<file path="src/rtl/core/dominoex_ifk_tone_encoder_unit_defines.svh">
// Assertion macros shared by the tone encoder modules
`ifndef DOMINOEX_IFK_TONE_ENCODER_UNIT_DEFINES_SVH
`define DOMINOEX_IFK_TONE_ENCODER_UNIT_DEFINES_SVH

// Same-cycle implication, sampled on clk, off during reset
`define DXIFK_ASSERT_SAME(label, ante, cons, msg) \
  label: assert property (@(posedge clk) disable iff (rst) (ante) |-> (cons)) else $error(msg);

// Next-cycle implication, sampled on clk, off during reset
`define DXIFK_ASSERT_NEXT(label, ante, cons, msg) \
  label: assert property (@(posedge clk) disable iff (rst) (ante) |=> (cons)) else $error(msg);

`endif

</file>
<file path="src/rtl/core/dxifk_pkg.sv">
// Types, constants and varicode table for the IFK+ tone encoder
package dxifk_pkg;

  localparam int unsigned TONE_COUNT = 18;
  localparam int unsigned IFK_OFFSET = 2;
  localparam int unsigned TONE_W     = 5;
  localparam int unsigned DAC_W      = 12;
  localparam int unsigned SPACING_W  = 8;
  localparam int unsigned ENTRY_W    = 12;
  localparam int unsigned NIBBLE_W   = 4;
  localparam int unsigned CONT_BIT   = 3;
  localparam int unsigned CFG_IDX_W  = 1;

  // Configuration register indexes
  localparam logic [CFG_IDX_W-1:0] REG_TONE_SPACING = 1'd0;
  localparam logic [CFG_IDX_W-1:0] REG_BASE_LEVEL   = 1'd1;

  localparam logic [SPACING_W-1:0] SPACING_RESET = 8'd25;
  localparam logic [DAC_W-1:0]     BASE_RESET    = 12'd2103;

  // Commands from controller to datapath
  typedef struct packed {
    logic load;
    logic emit;
  } dxifk_cmd_t;

  // Status from datapath to controller
  typedef struct packed {
    logic out_free;
    logic last;
  } dxifk_sts_t;

  // Primary varicode: first nibble in [11:8], continuations in [7:4] and [3:0]
  localparam logic [ENTRY_W-1:0] VARICODE_ROM [0:255] = '{
    12'h1F9,12'h1FA,12'h1FB,12'h1FC,12'h1FD,12'h1FE,12'h1FF,12'h288,
    12'h2C0,12'h289,12'h28A,12'h28B,12'h28C,12'h2D0,12'h28D,12'h28E,
    12'h28F,12'h298,12'h299,12'h29A,12'h29B,12'h29C,12'h29D,12'h29E,
    12'h29F,12'h2A8,12'h2A9,12'h2AA,12'h2AB,12'h2AC,12'h2AD,12'h2AE,
    12'h000,12'h7B0,12'h08E,12'h0AB,12'h09A,12'h099,12'h08F,12'h7A0,
    12'h08C,12'h08B,12'h09D,12'h088,12'h2B0,12'h7E0,12'h7D0,12'h089,
    12'h3F0,12'h4A0,12'h4F0,12'h590,12'h680,12'h5C0,12'h5E0,12'h6C0,
    12'h6B0,12'h6E0,12'h08A,12'h08D,12'h0A8,12'h7F0,12'h09F,12'h7C0,
    12'h098,12'h390,12'h4E0,12'h3C0,12'h3E0,12'h380,12'h4C0,12'h580,
    12'h5A0,12'h3A0,12'h780,12'h6A0,12'h4B0,12'h480,12'h4D0,12'h3B0,
    12'h490,12'h6F0,12'h3D0,12'h2F0,12'h2E0,12'h5B0,12'h6D0,12'h5D0,
    12'h5F0,12'h690,12'h790,12'h0AE,12'h0A9,12'h0AF,12'h0AA,12'h09C,
    12'h09B,12'h400,12'h1B0,12'h0C0,12'h0B0,12'h100,12'h0F0,12'h190,
    12'h0A0,12'h500,12'h2A0,12'h1E0,12'h090,12'h0E0,12'h600,12'h300,
    12'h180,12'h280,12'h700,12'h080,12'h200,12'h0D0,12'h1D0,12'h1C0,
    12'h1F0,12'h1A0,12'h290,12'h0AC,12'h09E,12'h0AD,12'h0B8,12'h2AF,
    12'h2B8,12'h2B9,12'h2BA,12'h2BB,12'h2BC,12'h2BD,12'h2BE,12'h2BF,
    12'h2C8,12'h2C9,12'h2CA,12'h2CB,12'h2CC,12'h2CD,12'h2CE,12'h2CF,
    12'h2D8,12'h2D9,12'h2DA,12'h2DB,12'h2DC,12'h2DD,12'h2DE,12'h2DF,
    12'h2E8,12'h2E9,12'h2EA,12'h2EB,12'h2EC,12'h2ED,12'h2EE,12'h2EF,
    12'h0B9,12'h0BA,12'h0BB,12'h0BC,12'h0BD,12'h0BE,12'h0BF,12'h0C8,
    12'h0C9,12'h0CA,12'h0CB,12'h0CC,12'h0CD,12'h0CE,12'h0CF,12'h0D8,
    12'h0D9,12'h0DA,12'h0DB,12'h0DC,12'h0DD,12'h0DE,12'h0DF,12'h0E8,
    12'h0E9,12'h0EA,12'h0EB,12'h0EC,12'h0ED,12'h0EE,12'h0EF,12'h0F8,
    12'h0F9,12'h0FA,12'h0FB,12'h0FC,12'h0FD,12'h0FE,12'h0FF,12'h188,
    12'h189,12'h18A,12'h18B,12'h18C,12'h18D,12'h18E,12'h18F,12'h198,
    12'h199,12'h19A,12'h19B,12'h19C,12'h19D,12'h19E,12'h19F,12'h1A8,
    12'h1A9,12'h1AA,12'h1AB,12'h1AC,12'h1AD,12'h1AE,12'h1AF,12'h1B8,
    12'h1B9,12'h1BA,12'h1BB,12'h1BC,12'h1BD,12'h1BE,12'h1BF,12'h1C8,
    12'h1C9,12'h1CA,12'h1CB,12'h1CC,12'h1CD,12'h1CE,12'h1CF,12'h1D8,
    12'h1D9,12'h1DA,12'h1DB,12'h1DC,12'h1DD,12'h1DE,12'h1DF,12'h1E8,
    12'h1E9,12'h1EA,12'h1EB,12'h1EC,12'h1ED,12'h1EE,12'h1EF,12'h1F8
  };

endpackage

</file>
<file path="src/rtl/core/dominoex_ifk_tone_encoder_unit.sv">
// IFK+ tone encoder: top level joining controller and datapath
//
// Input channel: char_code with in_valid/in_ready. A character is looked up
// in the primary varicode table and gives one to three tones.
// Output channel: tone_index, dac_code, last_symbol with out_valid/out_ready,
// one item per tone; last_symbol marks the final tone of a character.
// Each tone is (previous tone + 2 + nibble) mod 18, and dac_code is
// base_level + tone * tone_spacing, saturated at 4095.
// Configuration: cfg_we writes cfg_data into register cfg_index
// (0 tone_spacing, 1 base_level); write only while the block is idle.
// A character is loaded when it is accepted; its tones then enter the
// output register in order, each one as soon as that register is free.
// The tone step feeds the next tone, so the tones of a character are
// produced one at a time. Reset clears the previous tone to zero and
// restores tone_spacing 25 and base_level 2103. When the receiver stalls,
// the held tone stays on the output and the next tone waits; in_ready
// stays low until the character's last tone is in the output register.
module dominoex_ifk_tone_encoder_unit (
  input  logic                              clk,
  input  logic                              rst,
  input  logic                              cfg_we,
  input  logic [dxifk_pkg::CFG_IDX_W-1:0]   cfg_index,
  input  logic [dxifk_pkg::DAC_W-1:0]       cfg_data,
  input  logic                              in_valid,
  output logic                              in_ready,
  input  logic [7:0]                        char_code,
  output logic                              out_valid,
  input  logic                              out_ready,
  output logic [dxifk_pkg::TONE_W-1:0]      tone_index,
  output logic [dxifk_pkg::DAC_W-1:0]       dac_code,
  output logic                              last_symbol
);

  dxifk_pkg::dxifk_cmd_t cmd;
  dxifk_pkg::dxifk_sts_t sts;

  dxifk_ctrl u_ctrl (
    .clk      (clk),
    .rst      (rst),
    .in_valid (in_valid),
    .in_ready (in_ready),
    .sts      (sts),
    .cmd      (cmd)
  );

  dxifk_datapath u_datapath (
    .clk         (clk),
    .rst         (rst),
    .cmd         (cmd),
    .sts         (sts),
    .cfg_we      (cfg_we),
    .cfg_index   (cfg_index),
    .cfg_data    (cfg_data),
    .char_code   (char_code),
    .out_valid   (out_valid),
    .out_ready   (out_ready),
    .tone_index  (tone_index),
    .dac_code    (dac_code),
    .last_symbol (last_symbol)
  );

endmodule

</file>
<file path="src/rtl/core/dxifk_ctrl.sv">
// Controller state machine: takes a character, then steps out its tones
`include "dominoex_ifk_tone_encoder_unit_defines.svh"

module dxifk_ctrl (
  input  logic                clk,
  input  logic                rst,
  input  logic                in_valid,
  output logic                in_ready,
  input  dxifk_pkg::dxifk_sts_t sts,
  output dxifk_pkg::dxifk_cmd_t cmd
);

  typedef enum logic {
    S_IDLE,
    S_EMIT
  } state_t;

  state_t state;

  // Take an item only between characters
  assign in_ready = (state == S_IDLE);
  assign cmd.load = in_valid && (state == S_IDLE);
  assign cmd.emit = (state == S_EMIT) && sts.out_free;

  // Advance from load to emit, return to idle after the last tone
  always_ff @(posedge clk) begin
    if (rst) begin
      state <= S_IDLE;
    end else begin
      unique case (state)
        S_IDLE: begin
          if (cmd.load) begin
            state <= S_EMIT;
          end
        end
        S_EMIT: begin
          if (cmd.emit && sts.last) begin
            state <= S_IDLE;
          end
        end
        default: state <= S_IDLE;
      endcase
    end
  end

  `DXIFK_ASSERT_NEXT(a_load_blocks, cmd.load, !in_ready, "ready stayed high after a load")
  `DXIFK_ASSERT_NEXT(a_last_idles, cmd.emit && sts.last, in_ready,
                     "controller did not return to idle after the last tone")

endmodule

</file>
<file path="src/rtl/core/dxifk_datapath.sv">
// Datapath: varicode lookup, IFK+ tone step, DAC code and output register
`include "dominoex_ifk_tone_encoder_unit_defines.svh"

module dxifk_datapath (
  input  logic                                   clk,
  input  logic                                   rst,
  input  dxifk_pkg::dxifk_cmd_t                  cmd,
  output dxifk_pkg::dxifk_sts_t                  sts,
  input  logic                                   cfg_we,
  input  logic [dxifk_pkg::CFG_IDX_W-1:0]        cfg_index,
  input  logic [dxifk_pkg::DAC_W-1:0]            cfg_data,
  input  logic [7:0]                             char_code,
  output logic                                   out_valid,
  input  logic                                   out_ready,
  output logic [dxifk_pkg::TONE_W-1:0]           tone_index,
  output logic [dxifk_pkg::DAC_W-1:0]            dac_code,
  output logic                                   last_symbol
);

  localparam logic [1:0] SLOT_FIRST  = 2'd0;
  localparam logic [1:0] SLOT_SECOND = 2'd1;
  localparam logic [1:0] SLOT_THIRD  = 2'd2;
  localparam int unsigned SUM_W  = dxifk_pkg::TONE_W + 1;
  localparam int unsigned PROD_W = dxifk_pkg::TONE_W + dxifk_pkg::SPACING_W;
  localparam int unsigned DSUM_W = PROD_W + 1;

  logic [dxifk_pkg::ENTRY_W-1:0]   entry;
  logic [1:0]                      slot;
  logic [dxifk_pkg::TONE_W-1:0]    prev_tone;
  logic [dxifk_pkg::SPACING_W-1:0] tone_spacing;
  logic [dxifk_pkg::DAC_W-1:0]     base_level;

  logic [dxifk_pkg::NIBBLE_W-1:0]  nibble;
  logic                            last;
  logic [SUM_W-1:0]                tone_sum;
  logic [dxifk_pkg::TONE_W-1:0]    tone_next;
  logic [PROD_W-1:0]               prod;
  logic [DSUM_W-1:0]               dac_sum;
  logic [dxifk_pkg::DAC_W-1:0]     dac_next;

  // Pick the nibble for this slot; a clear continuation bit in the next nibble, or the third slot, ends the character
  always_comb begin
    unique case (slot)
      SLOT_FIRST: begin
        nibble = entry[11:8];
        last   = !entry[4 + dxifk_pkg::CONT_BIT];
      end
      SLOT_SECOND: begin
        nibble = entry[7:4];
        last   = !entry[dxifk_pkg::CONT_BIT];
      end
      SLOT_THIRD: begin
        nibble = entry[3:0];
        last   = 1'b1;
      end
      default: begin
        nibble = entry[11:8];
        last   = 1'b1;
      end
    endcase
  end

  // Tone step: sum stays below twice the tone count, so one subtract wraps it
  always_comb begin
    tone_sum = SUM_W'(prev_tone) + SUM_W'(dxifk_pkg::IFK_OFFSET) + SUM_W'(nibble);
    if (tone_sum >= SUM_W'(dxifk_pkg::TONE_COUNT)) begin
      tone_next = dxifk_pkg::TONE_W'(tone_sum - SUM_W'(dxifk_pkg::TONE_COUNT));
    end else begin
      tone_next = dxifk_pkg::TONE_W'(tone_sum);
    end
  end

  // DAC code with saturation at full scale
  always_comb begin
    prod    = PROD_W'(tone_next) * PROD_W'(tone_spacing);
    dac_sum = DSUM_W'(base_level) + DSUM_W'(prod);
    if (dac_sum > DSUM_W'({dxifk_pkg::DAC_W{1'b1}})) begin
      dac_next = {dxifk_pkg::DAC_W{1'b1}};
    end else begin
      dac_next = dac_sum[dxifk_pkg::DAC_W-1:0];
    end
  end

  assign sts.out_free = !out_valid || out_ready;
  assign sts.last     = last;

  // Configuration registers
  always_ff @(posedge clk) begin
    if (rst) begin
      tone_spacing <= dxifk_pkg::SPACING_RESET;
      base_level   <= dxifk_pkg::BASE_RESET;
    end else if (cfg_we) begin
      unique case (cfg_index)
        dxifk_pkg::REG_TONE_SPACING: tone_spacing <= cfg_data[dxifk_pkg::SPACING_W-1:0];
        dxifk_pkg::REG_BASE_LEVEL:   base_level   <= cfg_data;
        default: ;
      endcase
    end
  end

  // Previous tone and slot counter
  always_ff @(posedge clk) begin
    if (rst) begin
      prev_tone <= '0;
      slot      <= SLOT_FIRST;
    end else if (cmd.load) begin
      slot <= SLOT_FIRST;
    end else if (cmd.emit) begin
      prev_tone <= tone_next;
      slot      <= slot + 2'd1;
    end
  end

  // Hold the table entry for the current character
  always_ff @(posedge clk) begin
    if (cmd.load) begin
      entry <= dxifk_pkg::VARICODE_ROM[char_code];
    end
  end

  // Output register: fill on emit, drop when taken
  always_ff @(posedge clk) begin
    if (rst) begin
      out_valid <= 1'b0;
    end else if (cmd.emit) begin
      out_valid <= 1'b1;
    end else if (out_ready) begin
      out_valid <= 1'b0;
    end
  end

  always_ff @(posedge clk) begin
    if (cmd.emit) begin
      tone_index  <= tone_next;
      dac_code    <= dac_next;
      last_symbol <= last;
    end
  end

  `DXIFK_ASSERT_SAME(a_tone_range, out_valid,
                     tone_index < dxifk_pkg::TONE_W'(dxifk_pkg::TONE_COUNT),
                     "tone index out of range")
  `DXIFK_ASSERT_NEXT(a_emit_tone_tracks, cmd.emit, out_valid && (tone_index == prev_tone),
                     "emitted tone does not match held previous tone")

endmodule

</file>
<file path="config.mk">
export PLATFORM = sky130hd
export DESIGN_NAME = dominoex_ifk_tone_encoder_unit
export DESIGN_NICKNAME = d
export VERILOG_FILES = /design/src/rtl/core/dxifk_pkg.sv /design/src/rtl/core/dominoex_ifk_tone_encoder_unit.sv /design/src/rtl/core/dxifk_ctrl.sv /design/src/rtl/core/dxifk_datapath.sv
export VERILOG_INCLUDE_DIRS = /design/src /design/src/rtl/core
export SDC_FILE = /design/constraint.sdc
export NUM_CORES = 1
export LEC_CHECK = 0
export BUFFER_PORTS_ARGS = -buffer_cell sky130_fd_sc_hd__buf_2
export CORE_UTILIZATION = 40
export DETAILED_ROUTE_END_ITERATION = 8
export GPL_ROUTABILITY_DRIVEN = 0
export HOLD_SLACK_MARGIN = 0.1
export PLACE_DENSITY = 0.66
export SETUP_SLACK_MARGIN = 0.15
export SLEW_MARGIN = 20
export SYNTH_ARGS = -nofsm -noshare
export SYNTH_HDL_FRONTEND = slang
export SYNTH_SLANG_ARGS = --single-unit
export TNS_END_PERCENT = 10
</file>
<file path="constraint.sdc">
create_clock -name clk -period 6.22 [get_ports clk]
set_input_delay 1.244 -clock clk [delete_from_list [all_inputs] [get_ports clk]]
set_output_delay 1.244 -clock clk [all_outputs]
set_load 0.02 [all_outputs]
</file>
# == After elaboration in Yosys (flattened, before gate mapping) ==
# Memories as Yosys holds them, arrays and structs flattened. A register that Yosys moved wholly into a read port is not among the register bits.
# Cells that the tools add are included.
# totals
in_bits,26
elab_cells,45
mem_count,1
output_inout_bits,20
reg_bits,47
mem_bits_ro,3072
# op_classes
addsub,5
order_cmp,2
n_reduce_logical,13
eq_ne,2
mux,8
n_mul,1
n_bitwise,4
# memory_table
memory,depth,word_bits,rd,rd_ports_with_merged_regs,wr,line,text
(name not given),256,12,1,1,0,dxifk_datapath.sv:117,entry <= dxifk_pkg::VARICODE_ROM[char_code];
# op_table
op,count
adder 12 x 13 -> 14 bit,1
"> comparator 14 x 12 -> 1 bit, second input constant",1
multiplier 5 x 8 -> 13 bit,1
inverter 8 -> 9 bit,1
one-hot mux 4 bit (2 select lines),1
"adder 5 x 2 -> 6 bit, second input constant",1
adder 6 x 4 -> 6 bit,1
">= comparator 6 x 5 -> 1 bit, second input constant",1
AND reduction 2 bit,3
2-to-1 mux 5 bit,1
"subtractor 5 bit, second input constant",1
2-to-1 mux 1 bit,4
one-hot mux 1 bit (2 select lines),2
logical AND 1 bit,3
logical NOT 1 bit,3
inverter 1 bit,3
"adder 2 x 1 -> 2 bit, second input constant",1
"equality test 2 x 1 -> 1 bit, second input constant",1
"equality test 2 bit, second input constant",1
logical NOT 2 bit,1
nonzero test 2 bit,1
OR reduction 2 bit,1
logical OR 1 bit,1

# == Logic depth before layout (Yosys ltp) ==
# depth
depth_word,8
mapped_depth,29
ltp_nobuf,27

# == Cells and area by module ==
# From an unflattened synthesis, not the netlist that was laid out.
# unflattened
cells_unflattened,727
hier_area_um2,5974.5
# by_module_without_submodules
module,seq_area_each_um2,area_each_um2,cells_each,instances
dxifk_datapath,1431.4,5916.9,721,1
dxifk_ctrl,20.0,57.6,6,1

# == Least setup slack after synthesis ==
# OpenSTA, ideal clock, no wires.
# synth_path
path_type,reg2reg
start,reg u_datapath.slot[0]
end,"reg u_datapath.dac_code[4] (netlist bit), data pin"
required_ns,5.945
setup_slack_ns,-0.326
t_arrival_ns,6.271
setup_ns,0.275
stages_incl_launch_ff,27
path_cell_list,dfxtp_1 > inv_1 > ha_1 > o21ai_0 > ha_1 > inv_1 > ha_1 > inv_1 > fa_1 > nor2b_1 > o21ai_0 > o2111a_1 > or4_1 > buf_6 > and2_4 > fa_1 > fa_1 > inv_1 > fa_1 > inv_1 > ha_1 > a21o_1 > a31oi_1 > a2111oi_1 > nor4_1 > buf_2 > o211ai_1
# synth_between
elab_chain_cells,8
elab_cells_between_ends,10
cone_classes,3 x add/sub; 1 x mul; 2 x order compare; 2 x eq/ne; 2 x mux
# synth_rtl
element,line,text
"start, declared",dxifk_datapath.sv:28,logic [1:0] slot;
"start signal, assigned",dxifk_datapath.sv:110,slot <= slot + 2'd1;
equality test 2 bit / equality test 2 x 1 -> 1 bit (equally long branches),dxifk_datapath.sv:43,unique case (slot)
one-hot mux 4 bit (2 select lines) *,dxifk_datapath.sv:43,
adder 6 x 4 -> 6 bit *,dxifk_datapath.sv:65,tone_sum = SUM_W'(prev_tone) + SUM_W'(dxifk_pkg::IFK_OFFSET) + SUM_W'(nibble);
subtractor 5 bit / >= comparator 6 x 5 -> 1 bit (equally long branches),"dxifk_datapath.sv:67, dxifk_datapath.sv:66",
2-to-1 mux 5 bit *,dxifk_datapath.sv:66,if (tone_sum >= SUM_W'(dxifk_pkg::TONE_COUNT)) begin
net u_datapath.tone_next (one bit),dxifk_datapath.sv:36,logic [dxifk_pkg::TONE_W-1:0] tone_next;
multiplier 5 x 8 -> 13 bit *,dxifk_datapath.sv:75,prod = PROD_W'(tone_next) * PROD_W'(tone_spacing);
adder 12 x 13 -> 14 bit *,dxifk_datapath.sv:76,dac_sum = DSUM_W'(base_level) + DSUM_W'(prod);
> comparator 14 x 12 -> 1 bit,dxifk_datapath.sv:77,if (dac_sum > DSUM_W'({dxifk_pkg::DAC_W{1'b1}})) begin
"end signal, assigned",dxifk_datapath.sv:135,dac_code <= dac_next;
"end, declared",dxifk_datapath.sv:16,"output logic [dxifk_pkg::DAC_W-1:0] dac_code,"
# The timed path passes the listed nets; every way through them passes the cells marked *.
# A chain may end at the register's enable or synchronous reset.

# == Final worst setup path ==
# layout_path
start,reg u_datapath.slot[1]
end,"reg u_datapath.dac_code[9] (netlist bit), data pin"
# layout_between
elab_chain_cells,8
elab_cells_between_ends,10
cone_classes,3 x add/sub; 1 x mul; 2 x order compare; 2 x eq/ne; 2 x mux
# layout_rtl
element,line
equality test 2 bit / equality test 2 x 1 -> 1 bit (equally long branches),dxifk_datapath.sv:43
one-hot mux 4 bit (2 select lines) *,dxifk_datapath.sv:43
adder 6 x 4 -> 6 bit *,dxifk_datapath.sv:65
subtractor 5 bit / >= comparator 6 x 5 -> 1 bit (equally long branches),"dxifk_datapath.sv:67, dxifk_datapath.sv:66"
2-to-1 mux 5 bit *,dxifk_datapath.sv:66
multiplier 5 x 8 -> 13 bit *,dxifk_datapath.sv:75
adder 12 x 13 -> 14 bit *,dxifk_datapath.sv:76
> comparator 14 x 12 -> 1 bit,dxifk_datapath.sv:77
# Every way passes the cells marked *; elsewhere a longest branch is shown, timed or not.

==> run_summary.xml <==
<?xml version="1.0" encoding="UTF-8"?>
<metrics>
  <group name="layout">
    <metric name="finish.net_count" unit="">871</metric>
    <metric name="most-common-layout-cells" unit="">nand2_1 (98), inv_1 (61), buf_2 (46), buf_4 (44), a21oi_1 (42)</metric>
    <metric name="layout.cells.most_common" unit="">nand2_1</metric>
    <metric name="finish.utilization" unit="%">49.6</metric>
    <metric name="fin_cells" unit="">958</metric>
    <metric name="insertedDiodeCount" unit="">0</metric>
    <metric name="fraction_of_final_layout_cells_with_drive_strength_greater_than_1" unit="%">20.7</metric>
    <metric name="flow.area_growth_from_synthesis" unit="%">19.1</metric>
    <metric name="filler_cell_count" unit="">1349</metric>
  </group>
  <group name="sta">
    <metric name="setup_viol_count_final" unit="">12</metric>
    <metric name="timing.final.hold_violations" unit="">0</metric>
    <metric name="clock-skew-final" unit="ps">5.43</metric>
    <metric name="final.setup.worst_slack" unit="ps">-208</metric>
    <metric name="finalMaxSlewViolations" unit="">0</metric>
    <metric name="rsz0062_at_grt" unit="">yes</metric>
    <metric name="final_min_period_over_clock_period" unit="%">103</metric>
    <metric name="max_slew_headroom" unit="%">26.5</metric>
    <metric name="worst_hold_slack" unit="ps">453</metric>
    <metric name="timing_worst_slew_pin_value" unit="ps">1100</metric>
    <metric name="highest_clock_rate" unit="MHz">156</metric>
    <metric name="fin_crit" unit="ps">6430</metric>
  </group>
  <group name="critical_path">
    <metric name="worstPathMaxFanout" unit="">7</metric>
    <metric name="crit_required" unit="ps">6410</metric>
    <metric name="critical_path.endpoint_type" unit="">register</metric>
    <metric name="cp.arrival" unit="ps">6610</metric>
    <metric name="setup.worst_path.class" unit="">reg2reg</metric>
    <metric name="critical_path_launch_point_type" unit="">register</metric>
  </group>
  <group name="clocking">
    <metric name="cts-buffers-inserted" unit="">9</metric>
    <metric name="buffers_from_clock_root_to_sink_at_most" unit="">2</metric>
    <metric name="clock_insertion_delay_worst_skew" unit="ps">330</metric>
    <metric name="numClockSinks" unit="">58</metric>
    <metric name="cts-root-buf" unit="">clkbuf_16</metric>
    <metric name="cts-htree-levels" unit="">3</metric>
    <metric name="tritoncts" unit="">built</metric>
    <metric name="cts.hold.buffers_added" unit="">0</metric>
    <metric name="clk_pin_slew_worst_paths" unit="ps">50</metric>
  </group>
  <group name="floorplan">
    <metric name="boundaryPins" unit="">46</metric>
    <metric name="initial_core_utilization" unit="%">41.6</metric>
    <metric name="die_area" unit="sq um">15200</metric>
    <metric name="design.core.area" unit="sq um">14100</metric>
    <metric name="fp-row-count" unit="">43</metric>
    <metric name="die_width" unit="um">123</metric>
    <metric name="chipHeight" unit="um">123</metric>
  </group>
  <group name="yosys">
    <metric name="mappedNetlistArea" unit="sq um">5890</metric>
    <metric name="synth.avg_cell_area" unit="sq um">8.19</metric>
    <metric name="ffs_latches_synth" unit="">58</metric>
    <metric name="synth.lib_cells_used.distinct" unit="">74</metric>
    <metric name="seq_area_frac_synth" unit="%">24.6</metric>
    <metric name="synthesis.instances" unit="">719</metric>
    <metric name="library_cell_with_the_largest_summed_area_after_synthesis" unit="">edfxtp_1</metric>
    <metric name="synth_ff_type" unit="">edfxtp_1</metric>
    <metric name="number_of_warnings_issued_by_yosys" unit="">0</metric>
    <metric name="synth.top_cell.area_share" unit="%">14.8</metric>
    <metric name="synthesis.nets" unit="">817</metric>
    <metric name="most_area_consuming_cells_after_synthesis" unit="">edfxtp_1 (15%), fa_1 (10%), dfxtp_1 (9.9%)</metric>
    <metric name="synth_edf_count" unit="">29</metric>
    <metric name="synth-async-reset-ratio" unit="%">0</metric>
  </group>
  <group name="pwr">
    <metric name="total_switching_power" unit="mW">1.42</metric>
    <metric name="p_comb_share" unit="%">69.1</metric>
    <metric name="total_power" unit="mW">3.40</metric>
    <metric name="static-leakage-power" unit="nW">2.96</metric>
    <metric name="power.density" unit="nW/um^2">484</metric>
    <metric name="clkPwrFrac" unit="%">14.3</metric>
    <metric name="seq_power_share" unit="%">16.6</metric>
    <metric name="vdd.ir_drop.worst" unit="mV">0.376</metric>
    <metric name="switching_power_as_a_share_of_total_power" unit="%">41.7</metric>
    <metric name="internal_power" unit="mW">1.98</metric>
  </group>
  <group name="routing">
    <metric name="antenna_violating_nets_post_route" unit="">0</metric>
    <metric name="dr.pass1.iters" unit="">6</metric>
    <metric name="dr.first_iter.drc_count" unit="">450</metric>
    <metric name="drt-vias-per-instance" unit="">5.92</metric>
    <metric name="via_count" unit="">5670</metric>
    <metric name="routed_wire_length_per_instance" unit="um">17.4</metric>
    <metric name="routed_wirelength" unit="um">16600</metric>
    <metric name="post-route-drc-count" unit="">0</metric>
  </group>
  <group name="global_route">
    <metric name="global_route_wire_length_before_repair" unit="um">27100</metric>
    <metric name="overflow" unit="">0</metric>
    <metric name="grt_max_degree" unit="">67</metric>
    <metric name="grt_pass1_vias" unit="">5636</metric>
    <metric name="number_of_antenna_violations_at_the_first_check_in_global_routing" unit="">0</metric>
    <metric name="globalRouteTotalUtil" unit="%">22.7</metric>
  </group>
  <group name="placed_design">
    <metric name="post-dp-hpwl" unit="um">11900</metric>
    <metric name="io_buffers" unit="">45</metric>
    <metric name="place.detailed.instances" unit="">939</metric>
  </group>
  <group name="hold_path">
    <metric name="worstHoldPathType" unit="">reg2reg</metric>
  </group>
  <group name="run">
    <metric name="cap_violations" unit="">0</metric>
  </group>
  <group name="status">
    <metric name="run_status" unit="">finished, violations left</metric>
    <metric name="failing_checks" unit="">negative setup slack</metric>
  </group>
</metrics>
-- power by group through the flow --
stage	sequential, mW	clock (mW)	combinational [mW]
3_3_place_gp	0.572	0	2.08
2_1_floorplan	0.620	0	1.39
6_report	0.564	0.485	2.35
4_1_cts	0.565	0.493	2.31
5_1_grt	0.572	0.512	2.58
3_5_place_dp	0.573	0	2.14
-- routing by layer --
layer / GRT usage, % / vias to the layer above / share of wire [%]
met2: 38.4 / 249 / 49
met1: 27.5 / 2703 / 41
met5: 0 / - / 0
met3: 4.01 / 57 / 6.5
li1: - / 2661 / -
met4: 12.1 / 0 / 4.0
-- worst max-delay path, stage by stage (launching register included) --
cell       delay, ps
dfxtp_4          370
inv_4             50
ha_4             170
a22oi_2          160
nand2_1           70
o21ai_1           80
ha_1             240
inv_1             60
ha_2             170
inv_2             40
fa_2             610
nand2b_4          90
nor4b_2          180
or4_4            590
and2_4           180
fa_1             470
fa_1             500
inv_2             40
fa_1             510
inv_2             50
ha_4             270
buf_4            130
nand4_1          170
a2111oi_0        800
a2111oi_1        170
o21ai_1          130
-- area by class of cell --
cell class	count	area (sq um)	share of cell area, %
clock buffer	9	225	3.21
clock inverter	7	68.8	0.980
inverter	70	265	3.78
multi-input combinational	542	4180	59.6
sequential	58	1460	20.8
tap	180	225	3.21
timing repair buffer	92	592	8.43
-- path summary, 6_finish.rpt --
kind,start,endpoint,slack (ps),cells past startpoint
max,u_datapath.slot[1]$_SDFFE_PP0P_,u_datapath.dac_code[9]$_SDFFCE_PN1P_,-210,25
min,u_datapath.base_level[9]$_SDFFE_PP0P_,u_datapath.base_level[9]$_SDFFE_PP0P_,450,2
max reg2reg,u_datapath.slot[1]$_SDFFE_PP0P_,u_datapath.dac_code[9]$_SDFFCE_PN1P_,-210,25
min reg2reg,u_datapath.base_level[9]$_SDFFE_PP0P_,u_datapath.base_level[9]$_SDFFE_PP0P_,450,2
-- registers in the layout, indices dropped and copies added (netlist names) --
name,count
u_datapath.base_level,12
u_datapath.tone_index,5
u_datapath.tone_spacing,8
u_datapath.last_symbol,1
u_datapath.out_valid,1
u_ctrl.state,1
u_datapath.dac_code,12
u_datapath.slot,2
u_datapath.entry,11
u_datapath.prev_tone,5
-- cells in the mapped netlist, types with 11 or more instances --
cell type	count
nand2_1	100
clkbuf_1	37
nand2b_1	19
ha_1	42
fa_1	30
a21oi_1	42
and2_1	20
mux2i_1	11
dfxtp_1	29
nor2b_1	18
inv_1	68
nor2_1	37
o21ai_0	28
edfxtp_1	29
nor3_1	11
nand3_1	13
-- metrics by stage --
step,setup slack (ps),area [sq um],TNS (ps)
detailed placement,-423,6590,-4450
CTS,-97.5,7010,-806
floorplan,45.3,6000,0
global route,-397,7020,-4100
finish,-208,7020,-1560
global placement,-271,6590,-1640
-- kinds of logic (layout without fill, tap and decap cells) --
logic type | Yosys count | after routing | share of synthesized area, %
simple gates | 264 | 264 | 22.4
compound gates | 183 | 183 | 21.8
buf+inv | 119 | 178 | 7.88
fa+ha+maj | 72 | 72 | 19.1
flops | 58 | 58 | 24.6
mux | 14 | 14 | 2.68
xor+xnor | 9 | 9 | 1.47
-- what timing repair did --
item | CTS | global route
resized for setup | 21 | 5
pin swaps | 16 | 3
setup buffers | 2 | 0
hold endpoints to repair | 0 | 0
cloned | 1 | 0
setup endpoints to repair | 12 | 12
Power figures use the tool's default switching activity.
